[config.mk]
export PLATFORM = sky130hd
export DESIGN_NAME = array_list_engine
export DESIGN_NICKNAME = d
export VERILOG_FILES = /design/src/rtl/ale_pkg.sv /design/src/rtl/ale_cell.sv /design/src/rtl/array_list_engine.sv
export SDC_FILE = /design/constraint.sdc
export NUM_CORES = 2
export LEC_CHECK = 0
export BUFFER_PORTS_ARGS = -buffer_cell sky130_fd_sc_hd__buf_2
export CAP_MARGIN = 25
export CORE_MARGIN = 4
export CORE_UTILIZATION = 45
export CTS_CLUSTER_SIZE = 10
export DETAILED_ROUTE_END_ITERATION = 6
export PLACE_DENSITY = 0.6
export RECOVER_POWER = 25
export SYNTH_ARGS = -nofsm -noshare
export SYNTH_HDL_FRONTEND = slang
export SYNTH_SLANG_ARGS = --single-unit
export TNS_END_PERCENT = 100
[constraint.sdc]
create_clock -name clock -period 8.2 [get_ports clock]
set_clock_uncertainty 0.05 [all_clocks]
set_input_delay 0.82 -clock clock [delete_from_list [all_inputs] [get_ports clock]]
set_output_delay 0.82 -clock clock [all_outputs]
set_load 0.005 [all_outputs]
[src/rtl/ale_pkg.sv]
// ----------------------------------------------------------------------------
// ale_pkg: shared types and codes for the array list engine
// Opcodes, status codes, cell commands and the link between neighbor cells.
// ----------------------------------------------------------------------------
package ale_pkg;

   localparam int ALE_DEPTH = 16;

   localparam logic [2:0] OP_INSERT = 3'd0;
   localparam logic [2:0] OP_DELETE = 3'd1;
   localparam logic [2:0] OP_COUNT  = 3'd2;
   localparam logic [2:0] OP_SEARCH = 3'd3;
   localparam logic [2:0] OP_SORT   = 3'd4;
   localparam logic [2:0] OP_READ   = 3'd5;

   localparam logic [1:0] STATUS_OK        = 2'd0;
   localparam logic [1:0] STATUS_FULL      = 2'd1;
   localparam logic [1:0] STATUS_NOT_FOUND = 2'd2;
   localparam logic [1:0] STATUS_RANGE     = 2'd3;

   typedef enum logic [2:0] {
      CELL_HOLD      = 3'd0,
      CELL_INSERT    = 3'd1,
      CELL_DELETE    = 3'd2,
      CELL_SORT_EVEN = 3'd3,
      CELL_SORT_ODD  = 3'd4
   } cell_cmd_type;

   // broadcast to every cell
   typedef struct packed {
      cell_cmd_type cmd;
      logic [31:0]  key;
   } cell_ctl_type;

   // handed from a cell to its upper neighbor
   typedef struct packed {
      logic [31:0] data;
      logic        eq;
      logic        seen;
      logic [31:0] tap;
   } cell_link_type;

endpackage

[src/rtl/ale_cell.sv]
// ----------------------------------------------------------------------------
// ale_cell: one slot of the list
// Holds one entry, shifts and sorts with its neighbors, and carries the
// match, prefix-match, match count and tap values along the chain.
// ----------------------------------------------------------------------------
module ale_cell #(
   parameter int DEPTH = ale_pkg::ALE_DEPTH,
   parameter int IDX   = 0
) (
   input  logic                          clock,
   input  ale_pkg::cell_ctl_type         ctl,
   input  logic [$clog2(DEPTH)-1:0]      pos,
   input  logic [$clog2(DEPTH)-1:0]      probe,
   input  logic [$clog2(DEPTH+1)-1:0]    fill,
   input  ale_pkg::cell_link_type        left_link,
   input  logic [$clog2(DEPTH+1)-1:0]    left_cnt,
   input  logic [31:0]                   right_data,
   output ale_pkg::cell_link_type        out_link,
   output logic [$clog2(DEPTH+1)-1:0]    out_cnt
);

   localparam int IW = $clog2(DEPTH);
   localparam int FW = $clog2(DEPTH+1);
   localparam bit IS_ODD = (IDX % 2) == 1;

   logic [31:0]   data_ff, data_in;
   logic          seen_ff;
   logic [FW-1:0] cnt_ff;
   logic [31:0]   tap_ff;
   logic          eq;
   logic          low_role;

   assign eq = (data_ff == ctl.key) && (32'(IDX) < 32'(fill));

   assign low_role = (ctl.cmd == ale_pkg::CELL_SORT_EVEN) ? !IS_ODD : IS_ODD;

   always_comb begin
      data_in = data_ff;
      case (ctl.cmd)
         ale_pkg::CELL_INSERT: begin
            if (pos == IW'(IDX)) begin
               data_in = ctl.key;
            end else if (32'(IDX) > 32'(pos)) begin
               data_in = left_link.data;
            end
         end
         ale_pkg::CELL_DELETE: begin
            if (seen_ff || eq) begin
               data_in = right_data;
            end
         end
         ale_pkg::CELL_SORT_EVEN, ale_pkg::CELL_SORT_ODD: begin
            if (low_role) begin
               if ((32'(IDX + 1) < 32'(fill)) && ($signed(right_data) < $signed(data_ff))) begin
                  data_in = right_data;
               end
            end else if ((IDX >= 1) && (32'(IDX) < 32'(fill)) &&
                         ($signed(data_ff) < $signed(left_link.data))) begin
               data_in = left_link.data;
            end
         end
         default: begin
            data_in = data_ff;
         end
      endcase
   end

   // chain values settle one cell per cycle
   always_ff @(posedge clock) begin
      data_ff <= data_in;
      seen_ff <= left_link.seen | left_link.eq;
      cnt_ff  <= left_cnt + FW'(left_link.eq);
      tap_ff  <= (probe == IW'(IDX)) ? data_ff : left_link.tap;
   end

   assign out_link.data = data_ff;
   assign out_link.eq   = eq;
   assign out_link.seen = seen_ff;
   assign out_link.tap  = tap_ff;
   assign out_cnt       = cnt_ff;

endmodule

[src/rtl/array_list_engine.sv]
// ----------------------------------------------------------------------------
// array_list_engine: ordered list of signed words in a row of cells
// Insert, delete, count, binary search, sort and read on a list of up to
// DEPTH entries, one command at a time.
// ----------------------------------------------------------------------------
// Usage:
//   A command is taken when start is high and busy is low. busy stays high
//   until the cycle in which the result is shown; a new command may be taken
//   in that same cycle. rsp_valid marks each result for exactly one cycle and
//   the receiver must take it then. Every command gives exactly one result.
// Steps, from the accept edge to the result:
//   insert and unused opcodes: evaluation only
//   delete, count, read: one sweep, then evaluation; sort: the sort rounds
//   binary search: a sweep and an evaluation for each of at most P probes
//     and one verify, P about log2(fill + 1); an empty list: evaluation only
// The sweeps come from the chain of cells: the prefix match, match count
// and tap of a probed entry move one cell per cycle, so each sweep crosses
// all DEPTH cells, and odd-even transposition sort takes DEPTH rounds.
// Reset empties the list (fill zero); entries themselves are not cleared
// and are only read once written.
// ----------------------------------------------------------------------------
module array_list_engine #(
   parameter int DEPTH = ale_pkg::ALE_DEPTH
) (
   input  logic               clock,
   input  logic               reset,
   input  logic               start,
   output logic               busy,
   input  logic [2:0]         req_opcode,
   input  logic signed [31:0] req_value,
   input  logic [4:0]         req_index,
   output logic               rsp_valid,
   output logic [1:0]         rsp_status,
   output logic [4:0]         rsp_match_count,
   output logic [3:0]         rsp_position,
   output logic signed [31:0] rsp_read_value,
   output logic [4:0]         rsp_fill
);

   localparam int IW = $clog2(DEPTH);
   localparam int FW = $clog2(DEPTH+1);

   typedef enum logic [3:0] {
      ST_IDLE  = 4'b0001,
      ST_SWEEP = 4'b0010,
      ST_SORT  = 4'b0100,
      ST_EVAL  = 4'b1000
   } ale_state_type;

   ale_state_type state_ff, state_in;
   logic [IW-1:0] ctr_ff, ctr_in;
   logic [2:0]    op_ff, op_in;
   logic [31:0]   key_ff, key_in;
   logic [4:0]    idx_ff, idx_in;
   logic [IW-1:0] probe_ff, probe_in;
   logic [FW-1:0] lo_ff, lo_in;
   logic [FW-1:0] hi_ff, hi_in;
   logic          verify_ff, verify_in;
   logic [FW-1:0] fill_ff, fill_in;
   logic          rsp_valid_ff, rsp_valid_in;
   logic [1:0]    status_ff, status_in;
   logic [4:0]    count_ff, count_in;
   logic [3:0]    pos_ff, pos_in;
   logic [31:0]   rdval_ff, rdval_in;

   ale_pkg::cell_ctl_type  cell_ctl;
   ale_pkg::cell_link_type links [DEPTH];
   logic [FW-1:0]          cnts [DEPTH];

   logic [FW-1:0] total_cnt;
   logic          found;
   logic [31:0]   tap;
   logic [FW-1:0] nlo, nhi;
   logic [FW:0]   mid_sum;

   assign total_cnt = cnts[DEPTH-1] + FW'(links[DEPTH-1].eq);
   assign found     = links[DEPTH-1].seen | links[DEPTH-1].eq;
   assign tap       = links[DEPTH-1].tap;
   assign busy      = (state_ff != ST_IDLE);

   // ---------------------------------------------------------------- cells
   genvar gi;
   generate
      for (gi = 0; gi < DEPTH; gi++) begin : g_cell
         ale_pkg::cell_link_type left_link;
         logic [FW-1:0]          left_cnt;
         logic [31:0]            right_data;

         if (gi == 0) begin : g_first
            assign left_link = '0;
            assign left_cnt  = '0;
         end else begin : g_rest
            assign left_link = links[gi-1];
            assign left_cnt  = cnts[gi-1];
         end

         if (gi == DEPTH - 1) begin : g_last
            assign right_data = '0;
         end else begin : g_inner
            assign right_data = links[gi+1].data;
         end

         ale_cell #(
            .DEPTH (DEPTH),
            .IDX   (gi)
         ) u_cell (
            .clock      (clock),
            .ctl        (cell_ctl),
            .pos        (IW'(idx_ff)),
            .probe      (probe_ff),
            .fill       (fill_ff),
            .left_link  (left_link),
            .left_cnt   (left_cnt),
            .right_data (right_data),
            .out_link   (links[gi]),
            .out_cnt    (cnts[gi])
         );
      end
   endgenerate

   // ---------------------------------------------------------------- control
   always_comb begin
      state_in     = state_ff;
      ctr_in       = ctr_ff;
      op_in        = op_ff;
      key_in       = key_ff;
      idx_in       = idx_ff;
      probe_in     = probe_ff;
      lo_in        = lo_ff;
      hi_in        = hi_ff;
      verify_in    = verify_ff;
      fill_in      = fill_ff;
      rsp_valid_in = 1'b0;
      status_in    = status_ff;
      count_in     = count_ff;
      pos_in       = pos_ff;
      rdval_in     = rdval_ff;
      cell_ctl.cmd = ale_pkg::CELL_HOLD;
      cell_ctl.key = key_ff;
      nlo          = lo_ff;
      nhi          = hi_ff;
      mid_sum      = '0;

      case (state_ff)
         ST_IDLE: begin
            if (start) begin
               op_in     = req_opcode;
               key_in    = req_value;
               idx_in    = req_index;
               ctr_in    = '0;
               verify_in = 1'b0;
               case (req_opcode)
                  ale_pkg::OP_DELETE, ale_pkg::OP_COUNT: begin
                     state_in = ST_SWEEP;
                  end
                  ale_pkg::OP_READ: begin
                     probe_in = IW'(req_index);
                     state_in = ST_SWEEP;
                  end
                  ale_pkg::OP_SEARCH: begin
                     lo_in = '0;
                     hi_in = fill_ff;
                     if (fill_ff != '0) begin
                        probe_in = IW'(fill_ff >> 1);
                        state_in = ST_SWEEP;
                     end else begin
                        verify_in = 1'b1;
                        state_in  = ST_EVAL;
                     end
                  end
                  ale_pkg::OP_SORT: begin
                     state_in = ST_SORT;
                  end
                  default: begin
                     state_in = ST_EVAL;
                  end
               endcase
            end
         end

         ST_SWEEP: begin
            ctr_in = ctr_ff + 1'b1;
            if (ctr_ff == IW'(DEPTH - 1)) begin
               state_in = ST_EVAL;
            end
         end

         ST_SORT: begin
            cell_ctl.cmd = ctr_ff[0] ? ale_pkg::CELL_SORT_ODD : ale_pkg::CELL_SORT_EVEN;
            ctr_in       = ctr_ff + 1'b1;
            if (ctr_ff == IW'(DEPTH - 1)) begin
               state_in = ST_EVAL;
            end
         end

         ST_EVAL: begin
            state_in     = ST_IDLE;
            rsp_valid_in = 1'b1;
            status_in    = ale_pkg::STATUS_OK;
            count_in     = '0;
            pos_in       = '0;
            rdval_in     = '0;
            case (op_ff)
               ale_pkg::OP_INSERT: begin
                  if (32'(fill_ff) == 32'(DEPTH)) begin
                     status_in = ale_pkg::STATUS_FULL;
                  end else if (32'(idx_ff) > 32'(fill_ff)) begin
                     status_in = ale_pkg::STATUS_RANGE;
                  end else begin
                     cell_ctl.cmd = ale_pkg::CELL_INSERT;
                     fill_in      = fill_ff + 1'b1;
                  end
               end
               ale_pkg::OP_DELETE: begin
                  if (found) begin
                     cell_ctl.cmd = ale_pkg::CELL_DELETE;
                     fill_in      = fill_ff - 1'b1;
                  end else begin
                     status_in = ale_pkg::STATUS_NOT_FOUND;
                  end
               end
               ale_pkg::OP_COUNT: begin
                  count_in = 5'(total_cnt);
                  if (total_cnt == '0) begin
                     status_in = ale_pkg::STATUS_NOT_FOUND;
                  end
               end
               ale_pkg::OP_SEARCH: begin
                  if (verify_ff) begin
                     if ((lo_ff < fill_ff) && (tap == key_ff)) begin
                        pos_in = 4'(lo_ff);
                     end else begin
                        status_in = ale_pkg::STATUS_NOT_FOUND;
                     end
                  end else begin
                     // narrow the bound with the probed entry
                     if ($signed(tap) < $signed(key_ff)) begin
                        nlo = FW'(probe_ff) + 1'b1;
                     end else begin
                        nhi = FW'(probe_ff);
                     end
                     lo_in   = nlo;
                     hi_in   = nhi;
                     mid_sum = {1'b0, nlo} + {1'b0, nhi};
                     ctr_in  = '0;
                     if (nlo < nhi) begin
                        probe_in     = IW'(mid_sum >> 1);
                        state_in     = ST_SWEEP;
                        rsp_valid_in = 1'b0;
                     end else if (nlo < fill_ff) begin
                        probe_in     = IW'(nlo);
                        verify_in    = 1'b1;
                        state_in     = ST_SWEEP;
                        rsp_valid_in = 1'b0;
                     end else begin
                        status_in = ale_pkg::STATUS_NOT_FOUND;
                     end
                  end
               end
               ale_pkg::OP_READ: begin
                  if (32'(idx_ff) < 32'(fill_ff)) begin
                     rdval_in = tap;
                  end else begin
                     status_in = ale_pkg::STATUS_RANGE;
                  end
               end
               default: begin
                  status_in = ale_pkg::STATUS_OK;
               end
            endcase
         end

         default: begin
            state_in = ST_IDLE;
         end
      endcase
   end

   always_ff @(posedge clock) begin
      if (reset) begin
         state_ff     <= ST_IDLE;
         ctr_ff       <= '0;
         fill_ff      <= '0;
         rsp_valid_ff <= 1'b0;
         verify_ff    <= 1'b0;
      end else begin
         state_ff     <= state_in;
         ctr_ff       <= ctr_in;
         fill_ff      <= fill_in;
         rsp_valid_ff <= rsp_valid_in;
         verify_ff    <= verify_in;
      end
   end

   always_ff @(posedge clock) begin
      op_ff     <= op_in;
      key_ff    <= key_in;
      idx_ff    <= idx_in;
      probe_ff  <= probe_in;
      lo_ff     <= lo_in;
      hi_ff     <= hi_in;
      status_ff <= status_in;
      count_ff  <= count_in;
      pos_ff    <= pos_in;
      rdval_ff  <= rdval_in;
   end

   assign rsp_valid       = rsp_valid_ff;
   assign rsp_status      = status_ff;
   assign rsp_match_count = count_ff;
   assign rsp_position    = pos_ff;
   assign rsp_read_value  = rdval_ff;
   assign rsp_fill        = 5'(fill_ff);

   // ---------------------------------------------------------------- checks
   a_fill_bound: assert property (@(posedge clock) disable iff (reset)
      32'(fill_ff) <= 32'(DEPTH))
      else $error("fill count exceeds depth");

   a_rsp_after_busy: assert property (@(posedge clock) disable iff (reset)
      rsp_valid |-> $past(busy))
      else $error("result without a command in flight");

   a_rsp_single: assert property (@(posedge clock) disable iff (reset)
      rsp_valid |=> !rsp_valid)
      else $error("results on back-to-back cycles");

   a_insert_grows: assert property (@(posedge clock) disable iff (reset)
      (rsp_valid && (op_ff == ale_pkg::OP_INSERT) && (rsp_status == ale_pkg::STATUS_OK))
      |-> (fill_ff == FW'($past(fill_ff) + 1'b1)))
      else $error("insert did not grow the list by one");

   a_delete_shrinks: assert property (@(posedge clock) disable iff (reset)
      (rsp_valid && (op_ff == ale_pkg::OP_DELETE) && (rsp_status == ale_pkg::STATUS_OK))
      |-> (fill_ff == FW'($past(fill_ff) - 1'b1)))
      else $error("delete did not shrink the list by one");

endmodule
==> run metrics <==
status complete, but fails checks; violated checks design-rule violations, max-capacitance violations, max-slew violations; CP Capture Type flip-flop; final instance area about 0.073 mm^2; Slew headroom -123%; Placer Congestion roughly 1.0; Synth area leaders edfxtp_1, dfxtp_1, ha_1; Initial Utilization between 40 and 50%; share of post-route cells with drive strength above 1 under 10%; I/O pin count 93; Final HPWL DP 229000 um; final global-route overflow total 0; max_cap viols 17; post-synth cell types 75; Chip Height 390 um; post-synth top area share between 20% and 30%; DR vias roughly 57000; CTS root buffer clkbuf_16; htree depth 4; vias in the first global route approximately 55000; post-route clock period utilization between 70% and 80%; Hold Crit Class primary input to flip-flop; Area after DPL 0.0689 mm^2; Die X-Extent between 300 and 400 um; sequential-to-total area share from yosys stat roughly 46%; Worst-Skew Late Latency 810 ps; final setup fails 0; Max VDD drop roughly 0.17 mV; core area 0.146 mm^2; DRT Wirelength between 300000 and 400000 um; flops & latches, synth approximately 1200; post-layout net count between 7000 and 8000; Mapped Cells approximately 6700; kind of critical path flip-flop to flip-flop; Hold Fails Final Rpt 0; Final min period roughly 6400 ps; WL per Instance 36.2 um; CP arrival 6720 ps; Die Area about 0.15 mm^2; clk sinks approximately 1200; Clock Tree Buf Depth 3; Reg clk slew, reported paths 60 ps; Peak Freq 0.157 GHz; Final ANT Viol Nets 0; synthesized area per cell between 9 and 10 um^2; r2r setup slk roughly 1800 ps; total of warnings raised by yosys 0; GRT Util Overall between 40% and 50%; postcts setup bufs 0; number of hold buffers added after CTS 0; type of origin of the critical path flip-flop; DP Worst Slack between 1500 and 2000 ps; TritonCTS clock tree yes; Req. time, crit path between 8000 and 9000 ps; Synth area leader edfxtp_1; Tot Pwr ~15000 uW; LEAKAGE 0.0312 uW; initial antenna violation count 31; first-pass GRT wire length 435000 um; Slew Limit Fails roughly 930; CTS Buf Count ~150; DRC viols 17; Pre-antenna DRT Iters 7; synth-to-layout area growth 11.6%; Cell Area, Synth ~0.066 mm^2; Primary FF master, synth edfxtp_1; EDFF count, synth approximately 610; post-CTS sizing 0; drt via density 6.54; Tightest Pin Transition 3340 ps; ys async rst share 0%; First DRT Iteration DRCs 9635; Fillers 13500; final core utilization slightly above 50%; Rows 140; PD cells 205 mW/mm^2; largest net degree at the start of global routing between 150 and 200; RSZ-0062 raised after global routing false; Worst Path Max Fanout between 50 and 60; Synth Net Count between 7000 and 8000; worst setup margin 1840 ps; IO buf count slightly above 90
synthesized netlist by cell type, types with 46 or more instances:
cell type and number:
nand2_1 846, edfxtp_1 609, inv_1 607, dfxtp_1 606
ha_1 555, o21ai_0 496, xor2_1 392, clkbuf_1 290
nand3_1 260, o211ai_1 198, xnor2_1 167, o221ai_1 157
a21oi_1 150, a21o_1 141, mux2_2 141, nor2_1 137
nand4_1 129, nor4_1 124, a222oi_1 64, nor3_1 56
and3_1 50, and2_1 46
stage by stage:
| stage | hold WS (ps) | instances | setup TNS, ps |
|---|---|---|---|
| floorplan | 341 | 6684 | -4590 |
| global placement | 359 | 8461 | 0 |
| finish | 152 | 8782 | 0 |
| CTS | 117 | 8745 | 0 |
| detailed placement | 360 | 8474 | 0 |
| global route | 137 | 8754 | 0 |
layer usage:
| layer | vias up | track usage, % | part of all wire, % |
|---|---|---|---|
| li1 | 24100 | - | - |
| met1 | 27900 | 53.1 | 38 |
| met2 | 4479 | 56.7 | 40 |
| met3 | 983 | 14.0 | 14 |
| met4 | 20 | 26.7 | 7.7 |
| met5 | - | 0.734 | 0.090 |
logic make-up after synthesis:
| kind of cell | count (synthesis) | synth area share, % |
|---|---|---|
| multiplexers | 153 | 2.60 |
| AND/OR/NAND/NOR | 1780 | 12.7 |
| buffers and inverters | 991 | 5.80 |
| flip-flops | 1215 | 46.2 |
| AO/OA/AOI/OAI | 1430 | 14.7 |
| XOR/XNOR | 559 | 7.44 |
| adder cells (fa/ha/maj) | 556 | 10.6 |
where the power goes:
group | switching (uW) | total (uW) | internal (uW)
registers | 157 | 6760 | 6600
logic | 1390 | 1910 | 520
clock network | 2730 | 6380 | 3650
total | 4270 | 15000 | 10800
worst paths after layout:
path,from,to,cells past startpoint
setup / recovery,state_ff[1]$_SDFFE_PP0P_,g_cell[2].u_cell.data_ff[20]$_DFFE_PP_,10
hold / removal,req_index[4],idx_ff[4]$_DFFE_PP_,1
setup reg to reg,state_ff[1]$_SDFFE_PP0P_,g_cell[2].u_cell.data_ff[20]$_DFFE_PP_,10
hold reg to reg,g_cell[11].u_cell.tap_ff[10]$_DFF_P_,g_cell[12].u_cell.tap_ff[10]$_DFF_P_,2
placed cells by master, fill, tap and decap left out, types with 167 or more instances in the layout:
cell      instances
dfxtp_1         606
xnor2_1         167
xor2_1          392
o21ai_0         496
nand3_1         258
nand2_1         836
o211ai_1        198
inv_1           607
edfxtp_1        609
ha_1            555
clkbuf_1        173
cell type report:
cell class	count	area [um^2]	area share, %
Multi-Input combinational cell	4478	31900	43.4
Timing Repair Buffer	259	1800	2.45
Antenna cell	32	80.1	0.109
Sequential cell	1215	30400	41.4
Clock inverter	17	158	0.215
Clock buffer	254	4410	6.01
Inverter	610	2290	3.12
Tap cell	1917	2400	3.27
flip-flops by register name (all words and copies together), names as in the netlist:
| register | cells |
|---|---|
| probe_ff | 4 |
| hi_ff | 5 |
| g_cell.u_cell.out_cnt | 65 |
| state_ff | 4 |
| rsp_status | 2 |
| rsp_match_count | 5 |
| op_ff | 3 |
| rsp_fill | 5 |
| rsp_valid | 1 |
| lo_ff | 5 |
| rsp_read_value | 32 |
| verify_ff | 1 |
| ctr_ff | 4 |
| g_cell.u_cell.tap_ff | 512 |
| g_cell.u_cell.data_ff | 512 |
| rsp_position | 4 |
| key_ff | 32 |
| g_cell.u_cell.seen_ff | 14 |
| idx_ff | 5 |
critical path, stage by stage, from the launching register on:
cell and delay [ps]:
dfxtp_1 330, nor2_1 180, nand3b_1 310, clkinv_1 100, clkbuf_1 2060, nand2_1 680
or2_2 630, nand3_1 380, o21ai_0 280, a2111oi_2 390, buf_4 550
No activity file was read; power rests on OpenSTA's default activity.
